[src/rtl/core/atcw_pkg.sv]
`timescale 1ns / 1ps
// ============================================================================
// atcw_pkg
// Shared types, constants and helpers of the ANSI text console writer.
// ============================================================================
package atcw_pkg;

    localparam int MAX_COLUMNS = 128;
    localparam int MAX_LINES   = 32;
    localparam int COL_W       = $clog2(MAX_COLUMNS);
    localparam int LINE_W      = $clog2(MAX_LINES);
    localparam int ADDR_W      = COL_W + LINE_W;

    localparam logic [7:0] CH_ESC    = 8'h1B;
    localparam logic [7:0] CH_BS     = 8'h08;
    localparam logic [7:0] CH_TAB    = 8'h09;
    localparam logic [7:0] CH_CR     = 8'h0D;
    localparam logic [7:0] CH_LF     = 8'h0A;
    localparam logic [7:0] CH_BLANK  = 8'h20;
    localparam logic [7:0] CH_LBRACK = 8'h5B;
    localparam logic [7:0] CH_SEMI   = 8'h3B;
    localparam logic [7:0] CH_ZERO   = 8'h30;
    localparam logic [7:0] CH_NINE   = 8'h39;
    localparam logic [7:0] CH_UPJ    = 8'h4A;
    localparam logic [7:0] CH_UPH    = 8'h48;
    localparam logic [7:0] CH_LOWM   = 8'h6D;
    localparam logic [7:0] ATTR_RESET = 8'h07;

    localparam logic [7:0] WIDTH_RESET  = 8'd80;
    localparam logic [5:0] HEIGHT_RESET = 6'd25;

    localparam logic CMD_PUT  = 1'b0;
    localparam logic CMD_READ = 1'b1;

    typedef enum logic [3:0] {
        CL_READ   = 4'd0,
        CL_DIGIT  = 4'd1,
        CL_SEMI   = 4'd2,
        CL_LBRACK = 4'd3,
        CL_ESC    = 4'd4,
        CL_J      = 4'd5,
        CL_H      = 4'd6,
        CL_M      = 4'd7,
        CL_BS     = 4'd8,
        CL_TAB    = 4'd9,
        CL_CR     = 4'd10,
        CL_LF     = 4'd11,
        CL_PRINT  = 4'd12,
        CL_CTRL   = 4'd13
    } cls_t;

    typedef struct packed {
        logic       command;
        logic [7:0] char_code;
        logic [4:0] read_line;
        logic [6:0] read_column;
    } in_item_t;

    typedef struct packed {
        logic [6:0]  cursor_column;
        logic [4:0]  cursor_line;
        logic [11:0] cursor_offset;
        logic [15:0] cell_value;
        logic [7:0]  attribute_now;
    } result_t;

    // Classified request handed from the front to the back.
    typedef struct packed {
        cls_t       cls;
        logic [7:0] code;
        logic [4:0] line;
        logic [6:0] column;
    } cmd_t;

    typedef struct packed {
        logic init_busy;
    } back_stat_t;

    function automatic logic [2:0] colour_map(input logic [2:0] idx);
        logic [2:0] r;
        begin
            unique case (idx)
                3'd0: r = 3'd0;
                3'd1: r = 3'd4;
                3'd2: r = 3'd2;
                3'd3: r = 3'd6;
                3'd4: r = 3'd1;
                3'd5: r = 3'd5;
                3'd6: r = 3'd3;
                default: r = 3'd7;
            endcase
            return r;
        end
    endfunction

endpackage

[src/rtl/core/atcw_queue.sv]
`timescale 1ns / 1ps
// ============================================================================
// atcw_queue
// Two-entry queue of classified requests between the front and the back.
// ============================================================================
module atcw_queue
    import atcw_pkg::*;
(
    input  logic clk,
    input  logic rst_n,
    input  logic wr,
    input  cmd_t wr_data,
    output logic q_full,
    input  logic rd,
    output logic q_valid,
    output cmd_t rd_data
);

    cmd_t       entry_reg [2];
    logic       wptr_reg, wptr_next;
    logic       rptr_reg, rptr_next;
    logic [1:0] cnt_reg, cnt_next;
    logic       do_wr, do_rd;

    assign q_full  = cnt_reg[1];
    assign q_valid = cnt_reg != 2'd0;
    assign rd_data = entry_reg[rptr_reg];
    assign do_wr   = wr && !q_full;
    assign do_rd   = rd && q_valid;

    always_comb
    begin
        wptr_next = do_wr ? ~wptr_reg : wptr_reg;
        rptr_next = do_rd ? ~rptr_reg : rptr_reg;
        cnt_next  = cnt_reg + 2'(do_wr) - 2'(do_rd);
    end

    always_ff @(posedge clk or negedge rst_n)
    begin
        if (!rst_n)
        begin
            wptr_reg <= 1'b0;
            rptr_reg <= 1'b0;
            cnt_reg  <= 2'd0;
        end
        else
        begin
            wptr_reg <= wptr_next;
            rptr_reg <= rptr_next;
            cnt_reg  <= cnt_next;
        end
    end

    always_ff @(posedge clk)
    begin
        if (do_wr)
            entry_reg[wptr_reg] <= wr_data;
    end

endmodule

[config.mk]
export PLATFORM = sky130hd
export DESIGN_NAME = atcw_queue
export DESIGN_NICKNAME = d
export VERILOG_FILES = /design/src/rtl/core/atcw_pkg.sv /design/src/rtl/core/atcw_queue.sv
export SDC_FILE = /design/constraint.sdc
export NUM_CORES = 1
export LEC_CHECK = 0
export BUFFER_PORTS_ARGS = -buffer_cell sky130_fd_sc_hd__buf_2
export CAP_MARGIN = 0
export CORE_MARGIN = 5
export CORE_UTILIZATION = 50
export DETAILED_ROUTE_END_ITERATION = 8
export PLACE_DENSITY = 0.76
export RECOVER_POWER = 50
export SETUP_SLACK_MARGIN = 0.4
export SYNTH_ARGS = -nofsm -noshare
export SYNTH_HDL_FRONTEND = slang
export SYNTH_SLANG_ARGS = --single-unit
[constraint.sdc]
create_clock -name clk -period 2.2 [get_ports clk]
set_input_delay 0.33 -clock clk [delete_from_list [all_inputs] [get_ports clk]]
set_output_delay 0.33 -clock clk [all_outputs]
set_load 0.02 [all_outputs]
==> run metrics <==
outcome completed; final worst path period need 1.83 ns; die width 73.7 um; FP Rows 23; non-filler cells in the finished layout 210; average routed wire per standard cell 15.0 um; synthesized cell area 0.00203 mm^2; Remaining DRCs 0; largest net degree at the start of global routing 17; I/O Buffers 53; # nets final 188; DR vias 1014; Synth Instances 95; Max Clock Skew 0.00484 ns; Ports 54; Largest register FFs 48; Worst Path Required 2.20 ns; final instance area 0.00247 mm^2; first-pass GRT wire length 5080 um; # diodes 0; Pleak 0.987 nW; crit end category flop; Overall Power 0.00323 W; main flop type after synthesis edfxtp_1; chip height 73.7 um; Synth Register Bits 52; TNS Setup 0 ns; final period utilization 83.3%; top cell type's share of synthesized area 71.0%; cell area power density 1310 mW/mm^2; RSZ-0062 raised after global routing no; Critical Path Source cnt_reg[1]$_DFF_PN0_; min-delay src wr_data[0]; crit-path max FO 9; Max-Slew Margin vs Limit 55.0%; first-pass detailed-route iteration total 4; total die area 0.00544 mm^2; HPWL Detailed 2440 um; Initial Utilization 51.1%; HP Class in2reg; initial antenna violation count 0; Clk Latency, worst-skew pair 0.29 ns; sequential area share after synthesis 75.9%; mean post-synth cell area 21.4 um^2; max-cap viol count 0; syn nets 124; Initial DRC Count 9; CP cell instances nand2b_1 -> nor2_1 -> buf_4; area of the core 0.00397 mm^2; DP Area 0.00237 mm^2; All-Layer GR Usage 12.9%; yosys synthesis warning count 0; VDD IR max 0.847 mV; Slew @ Worst Pin 0.673 ns; number of fill cells 296; Critical-path top delay cell nor2_1; CTS tree done; Max Root-Sink Buffers 2; count leader, synth edfxtp_1; startpoint types flop; CP top delay family simple AND/OR/NAND/NOR gates; Clk pin slew, worst setup/hold paths 0.08 ns; Largest stage delay, worst path 0.55 ns; Vias/cell 4.83; FMAX 0.545 GHz; Num CTS Buffers 5; final max-slew violation count 0; share of layout cells above drive strength 1 49.4%; ANT nets after route 0; P&R area growth vs syn 21.6%; synth top area cells edfxtp_1, mux2_4, dfrtp_1; DP Cell Count 201; library cells used by synthesis 17; Crit Reg-Reg Startpoint cnt_reg[1]$_DFF_PN0_; Post-synth ARST share 7.69%; largest area contributor in the netlist edfxtp_1; CP arrival 1.84 ns; critical path class reg2reg; vias in the first global route 1089; area of the multi-input gates 444 um^2; clock sink count 52; final hold violations 0; final wirelength 3140 um; commonest cells in the netlist edfxtp_1, mux2_4, mux2_2, dfrtp_1; CTS Root Cell clkbuf_8; register area 0.00154 mm^2; Buf/Inv on CP 1; Congestion Overflow GR 0; final hold slack 0.221 ns; EDFF count, synth 48; # Post-CTS Setup Buffers 0; Finish-stage setup viols 0; CTS H-tree depth 2; Placer Congestion 0.762
[cell families after synthesis]
family | count (synthesis) | share of synthesized area (%)
flip-flops | 52 | 75.9
AO/OA/AOI/OAI | 3 | 1.29
buffers and inverters | 4 | 1.85
AND/OR/NAND/NOR | 8 | 2.22
multiplexers | 24 | 16.8
adder cells (fa/ha/maj) | 1 | 0.616
XOR/XNOR | 3 | 1.29
[placed cells by master (no fill, tap or decap)]
| master | netlist | layout |
|---|---|---|
| edfxtp_1 | 48 | 48 |
| buf_2 | 0 | 41 |
| mux2_4 | 19 | 19 |
| clkbuf_1 | 0 | 13 |
| mux2_2 | 5 | 5 |
| clkbuf_8 | 0 | 5 |
| buf_4 | 0 | 5 |
| dfrtp_1 | 4 | 4 |
| nor2_1 | 3 | 3 |
| nand2b_1 | 1 | 2 |
| nand2_1 | 2 | 2 |
| xnor2_1 | 2 | 2 |
| a21oi_1 | 1 | 1 |
| a211o_1 | 1 | 1 |
| o31ai_2 | 1 | 1 |
| xor2_1 | 1 | 1 |
| inv_1 | 1 | 1 |
| or2_0 | 0 | 1 |
| ha_1 | 1 | 1 |
| bufinv_16 | 0 | 1 |
| clkinv_2 | 0 | 1 |
| dlygate4sd3_1 | 0 | 1 |
| buf_6 | 3 | 1 |
[per-stage QoR]
step / utilization (%) / worst slack, ns
finish: 62.2 / 0.366
global route: 62.2 / 0.278
CTS: 62.9 / 0.446
detailed placement: 59.8 / 0.672
global placement: 59.8 / 0.726
floorplan: - / 0.0885
[final timing paths]
kind / endpoint / slack (ns) / depth (start not counted)
max in group asynchronous: wptr_reg$_DFFE_PN0P_ / 1.59 / 2
setup / recovery: entry_reg[1][3]$_DFFE_PP_ / 0.37 / 3
hold reg to reg: wptr_reg$_DFFE_PN0P_ / 0.52 / 1
setup reg to reg: entry_reg[1][3]$_DFFE_PP_ / 0.37 / 3
hold / removal: entry_reg[1][0]$_DFFE_PP_ / 0.22 / 1
min in group asynchronous: cnt_reg[0]$_DFF_PN0_ / 0.40 / 2
[per-layer routing]
layer,track usage [%],vias to the layer above,share of wire (%),wire length (um)
met2,21.5,32,53,1670
li1,-,489,-,-
met1,15.0,486,39,1230
met5,0,-,0,0
met4,6.04,0,1.9,61
met3,4.10,7,5.6,175
[worst register-to-register path: cells and delay by family (launching register included)]
| kind | cells | cell delay, ns |
|---|---|---|
| AND/OR/NAND/NOR | 2 | 0.80 |
| buffers and inverters | 1 | 0.31 |
| flip-flops | 1 | 0.44 |
[cell type report]
cell class                      instances  share of cell area (%)
Clock inverter                          2                    1.42
Inverter                                1                   0.152
Timing Repair Buffer                   60                    12.5
Tap cell                               50                    2.53
Clock buffer                            6                    2.94
Multi-Input combinational cell         39                    18.0
Sequential cell                        52                    62.4
[timing repair]
item | 4_1_cts | 5_1_grt
endpoints found under the setup margin | 14 | 0
resized for setup | 1 | 0
hold buffers | 1 | 0
endpoints found under the hold margin | 4 | 0
[power by group]
| group | leakage (nW) | internal (W) | switching, W |
|---|---|---|---|
| logic | 0.440 | 0.000551 | 0.000664 |
| clock network | 0.0552 | 0.000337 | 0.000271 |
| registers | 0.491 | 0.00133 | 0.0000783 |
| total | 0.987 | 0.00222 | 0.00101 |
Power figures use the tool's default switching activity.
