File: config.mk
export PLATFORM = sky130hd
export DESIGN_NAME = atcw_front
export DESIGN_NICKNAME = d
export VERILOG_FILES = /design/src/rtl/core/atcw_pkg.sv /design/src/rtl/core/atcw_front.sv
export SDC_FILE = /design/constraint.sdc
export NUM_CORES = 1
export LEC_CHECK = 0
export BUFFER_PORTS_ARGS = -buffer_cell sky130_fd_sc_hd__clkbuf_2
export CORE_MARGIN = 3
export CORE_UTILIZATION = 40
export DETAILED_ROUTE_END_ITERATION = 16
export PLACE_DENSITY = 0.82
export REMOVE_ABC_BUFFERS = 1
export SYNTH_ARGS = -nofsm -noshare
export SYNTH_HDL_FRONTEND = slang
export SYNTH_SLANG_ARGS = --single-unit
File: constraint.sdc
create_clock -name clk -period 1.6 [get_ports clk]
set_input_delay 0.16 -clock clk [delete_from_list [all_inputs] [get_ports clk]]
set_output_delay 0.16 -clock clk [all_outputs]
set_load 0.02 [all_outputs]
File: src/rtl/core/atcw_pkg.sv
`timescale 1ns / 1ps
// ============================================================================
// atcw_pkg
// Shared types, constants and helpers of the ANSI text console writer.
// ============================================================================
package atcw_pkg;

    localparam int MAX_COLUMNS = 128;
    localparam int MAX_LINES   = 32;
    localparam int COL_W       = $clog2(MAX_COLUMNS);
    localparam int LINE_W      = $clog2(MAX_LINES);
    localparam int ADDR_W      = COL_W + LINE_W;

    localparam logic [7:0] CH_ESC    = 8'h1B;
    localparam logic [7:0] CH_BS     = 8'h08;
    localparam logic [7:0] CH_TAB    = 8'h09;
    localparam logic [7:0] CH_CR     = 8'h0D;
    localparam logic [7:0] CH_LF     = 8'h0A;
    localparam logic [7:0] CH_BLANK  = 8'h20;
    localparam logic [7:0] CH_LBRACK = 8'h5B;
    localparam logic [7:0] CH_SEMI   = 8'h3B;
    localparam logic [7:0] CH_ZERO   = 8'h30;
    localparam logic [7:0] CH_NINE   = 8'h39;
    localparam logic [7:0] CH_UPJ    = 8'h4A;
    localparam logic [7:0] CH_UPH    = 8'h48;
    localparam logic [7:0] CH_LOWM   = 8'h6D;
    localparam logic [7:0] ATTR_RESET = 8'h07;

    localparam logic [7:0] WIDTH_RESET  = 8'd80;
    localparam logic [5:0] HEIGHT_RESET = 6'd25;

    localparam logic CMD_PUT  = 1'b0;
    localparam logic CMD_READ = 1'b1;

    typedef enum logic [3:0] {
        CL_READ   = 4'd0,
        CL_DIGIT  = 4'd1,
        CL_SEMI   = 4'd2,
        CL_LBRACK = 4'd3,
        CL_ESC    = 4'd4,
        CL_J      = 4'd5,
        CL_H      = 4'd6,
        CL_M      = 4'd7,
        CL_BS     = 4'd8,
        CL_TAB    = 4'd9,
        CL_CR     = 4'd10,
        CL_LF     = 4'd11,
        CL_PRINT  = 4'd12,
        CL_CTRL   = 4'd13
    } cls_t;

    typedef struct packed {
        logic       command;
        logic [7:0] char_code;
        logic [4:0] read_line;
        logic [6:0] read_column;
    } in_item_t;

    typedef struct packed {
        logic [6:0]  cursor_column;
        logic [4:0]  cursor_line;
        logic [11:0] cursor_offset;
        logic [15:0] cell_value;
        logic [7:0]  attribute_now;
    } result_t;

    // Classified request handed from the front to the back.
    typedef struct packed {
        cls_t       cls;
        logic [7:0] code;
        logic [4:0] line;
        logic [6:0] column;
    } cmd_t;

    typedef struct packed {
        logic init_busy;
    } back_stat_t;

    function automatic logic [2:0] colour_map(input logic [2:0] idx);
        logic [2:0] r;
        begin
            unique case (idx)
                3'd0: r = 3'd0;
                3'd1: r = 3'd4;
                3'd2: r = 3'd2;
                3'd3: r = 3'd6;
                3'd4: r = 3'd1;
                3'd5: r = 3'd5;
                3'd6: r = 3'd3;
                default: r = 3'd7;
            endcase
            return r;
        end
    endfunction

endpackage

File: src/rtl/core/atcw_front.sv
`timescale 1ns / 1ps
// ============================================================================
// atcw_front
// Accepts requests, classifies the byte and holds one classified request.
// ============================================================================
module atcw_front
    import atcw_pkg::*;
(
    input  logic       clk,
    input  logic       rst_n,
    input  logic       push,
    output logic       full,
    input  in_item_t   item,
    input  back_stat_t stat,
    input  logic       q_full,
    output logic       q_push,
    output cmd_t       q_data
);

    logic valid_reg, valid_next;
    cmd_t cmd_reg, cmd_next;
    logic take;

    always_comb
    begin
        cmd_next.code   = item.char_code;
        cmd_next.line   = item.read_line;
        cmd_next.column = item.read_column;
        if (item.command == CMD_READ)
            cmd_next.cls = CL_READ;
        else if (item.char_code >= CH_ZERO && item.char_code <= CH_NINE)
            cmd_next.cls = CL_DIGIT;
        else if (item.char_code == CH_SEMI)
            cmd_next.cls = CL_SEMI;
        else if (item.char_code == CH_LBRACK)
            cmd_next.cls = CL_LBRACK;
        else if (item.char_code == CH_ESC)
            cmd_next.cls = CL_ESC;
        else if (item.char_code == CH_UPJ)
            cmd_next.cls = CL_J;
        else if (item.char_code == CH_UPH)
            cmd_next.cls = CL_H;
        else if (item.char_code == CH_LOWM)
            cmd_next.cls = CL_M;
        else if (item.char_code == CH_BS)
            cmd_next.cls = CL_BS;
        else if (item.char_code == CH_TAB)
            cmd_next.cls = CL_TAB;
        else if (item.char_code == CH_CR)
            cmd_next.cls = CL_CR;
        else if (item.char_code == CH_LF)
            cmd_next.cls = CL_LF;
        else if (item.char_code >= CH_BLANK)
            cmd_next.cls = CL_PRINT;
        else
            cmd_next.cls = CL_CTRL;
    end

    assign full   = stat.init_busy || (valid_reg && q_full);
    assign take   = push && !full;
    assign q_push = valid_reg && !q_full;
    assign q_data = cmd_reg;

    always_comb
    begin
        if (take)
            valid_next = 1'b1;
        else if (q_push)
            valid_next = 1'b0;
        else
            valid_next = valid_reg;
    end

    always_ff @(posedge clk or negedge rst_n)
    begin
        if (!rst_n)
            valid_reg <= 1'b0;
        else
            valid_reg <= valid_next;
    end

    always_ff @(posedge clk)
    begin
        if (take)
            cmd_reg <= cmd_next;
    end

endmodule

==> flow_summary.toml <==
[route]
wl_per_cell_um = 14.8
final_antenna_net_count = 0
vias = 789
drtPass1Iterations = 4
drtIter0Drc = 34
vias_per_cell = 5.19
wl_um = 2250
drcViolationCount = 0

[synthesis]
synth-seq-cells = 25
muxShareOfSynthArea_pct = 1.09
synth_seq_area_share_pct = 72.1
synthSimpleGateAreaFrac_pct = 12.9
synth_top_area_cell = "edfxtp_1"
syn_inst = 67
synth_adder_area_share_pct = 0
synth_xor_area_share_pct = 1.69
avgSynthCellArea_um2 = 15.4
yosysUniqueCellTypes = 31
synth_flop_cell = "edfxtp_1"
synth.cell_area_um2 = 1030
synth_compound_area_share_pct = 9.67
ys_top_cells_by_area = "edfxtp_1 (70%), dfrtp_1 (2.4%), a21o_1 (2.2%)"
async_flop_share_pct = 4.00
synth_top_family_by_area = "simple AND/OR/NAND/NOR gates"
ys_warn_count = 0
yosys.area.top_type_share_pct = 69.6
synth_edf_count = 24

[setup_path]
crit_fanout = 25
required_ps = 1620
r2r-start = "valid_reg$_DFFE_PN0P_"
cp.arrival_ps = 1290
path_class = "reg2reg"
end_kind = "flop"
worstSetupStartpointType = "flop"
worstRegToRegCells = 3
r2r-end = "q_data[21]$_SDFFCE_PP0P_"
r2r_setup_slack_ps = 340

[sta]
timing_hold_violations_final = 0
finClkSkew_ps = 3.82
min_period_ps = 1260
setup_tns_ps = 0
tightest_slew_ps = 393
slew_headroom_pct = 73.6
setup_violations = 0
fmax_ghz = 0.791
drv_slew = 0
rsz0062_at_grt = "no"
hold_ws_ps = 22.4
finalCritPeriodShare_pct = 79.0

[final_layout]
layout_commonest_cell = "clkbuf_2"
antenna_cells = 0
layout-drive-gt1-share_pct = 49.2
nFillCells = 190
largest_reg_flops = 24
area_growth_pct = 33.4
ff_latch_area_um2 = 746
fin_nets = 151
multi_input_area_um2 = 263
layout.cells.most_common_list = "clkbuf_2 (51), edfxtp_1 (24), inv_1 (4), nand2_1 (4)"

[clocking]
clock_latency_ps = 300
cts_buffers = 3
post-cts-setup-buffers = 0
clkTransAtPathRegs_ps = 120
cts_tree = "yes"
root_buffer = "clkbuf_4"
cts_sinks = 25
htreeDepth = 1
cts.path.max_buffers = 2

[die]
start_util_pct = 44.2
ios = 52
placeableCoreArea_um2 = 2340
die_h_um = 56.9
dieArea_um2 = 3230
die_x_um = 56.9
rows = 17

[pwr]
power.density_nw_per_um2 = 876
p_leak_nw = 0.600
ir_drop_mv = 0.502

[global_route]
grt_start_max_net_pins = 26
grt_use_total_pct = 14.4
grt_pass1_vias = 815
grt_antenna_before_repair = 0
grt_pass1_wl_um = 3550
grt-ovfl-total = 0

[worst_hold_path]
min_to = "q_data[11]$_DFFE_PP_"
hold_path.startpoint = "item[11]"
min_path_cells = 1
min_path_type = "in2reg"

[status]
status = "complete, no violations"

[place]
place_congestion = 1.03
portBuffers = 51
dp_hpwl_um = 1720

[job]
maxCapViolCount = 0
==> worst max-delay path: stages (launching register included) <==
cell     delay [ps]
dfrtp_1         410
a21oi_1         180
and2_1          200
buf_12          190
==> how the worst max path moves through the flow <==
stage	start	end	slack, ps
6_report	valid_reg$_DFFE_PN0P_	q_data[21]$_SDFFCE_PP0P_	340
5_1_grt	valid_reg$_DFFE_PN0P_	full	260
4_1_cts	valid_reg$_DFFE_PN0P_	full	330
3_5_place_dp	item[12]	q_data[22]$_SDFFCE_PP0P_	240
3_3_place_gp	item[14]	q_data[20]$_SDFFCE_PP0P_	300
2_1_floorplan	valid_reg$_DFFE_PN0P_	q_data[0]$_DFFE_PP_	30
==> through the flow <==
stage / util, % / worst slack [ps] / std cells / power, mW / cell area [um2]
4_1_cts: 58.6 / 331 / 151 / 1.22 / 1370
6_report: 59.0 / 336 / 152 / 1.21 / 1380
3_5_place_dp: 57.0 / 244 / 146 / 0.955 / 1330
3_3_place_gp: 57.0 / 301 / 146 / 0.947 / 1330
2_1_floorplan: - / 29.6 / 66 / 0.865 / 1020
5_1_grt: 59.0 / 257 / 152 / 1.26 / 1380
==> Yosys cell counts (2+ instances only) <==
master and instances:
inv_1 4, nand2_1 4, edfxtp_1 24, nor2b_1 3, a21o_1 3, a21oi_1 2, nor3_1 3
==> final cells by class <==
type	instances	share of cell area [%]
Sequential cell	25	54.0
Inverter	4	1.09
Tap cell	28	2.54
Timing Repair Buffer	54	21.4
Clock buffer	4	1.90
Multi-Input combinational cell	37	19.0
==> layer usage <==
layer  wire length, um  GRT usage (%)  share of wire, %  vias to the layer above
met5                 0              0                 0                        -
met4                20           8.94              0.89                        0
met3               245           3.22                11                        2
met2              1100           24.6                49                       50
met1               874           16.2                39                      364
li1                  -              -                 -                      373
==> logic make-up (layout without fill, tap and decap cells) <==
family	Yosys count	count (layout)
compound gates	14	14
xor+xnor	2	2
buf+inv	5	62
flops	25	25
mux	1	1
simple gates	20	20
==> where the power goes <==
group / switching, mW / internal, mW
registers: 0.00813 / 0.752
logic: 0.110 / 0.0737
clock network: 0.168 / 0.0972
==> repair_timing <==
action / 4_1_cts / 5_1_grt
endpoints found under the setup margin: 0 / 0
endpoints found under the hold margin: 1 / 1
hold buffers: 1 / 1
resized for setup: 0 / 0
Power figures use the tool's default switching activity.
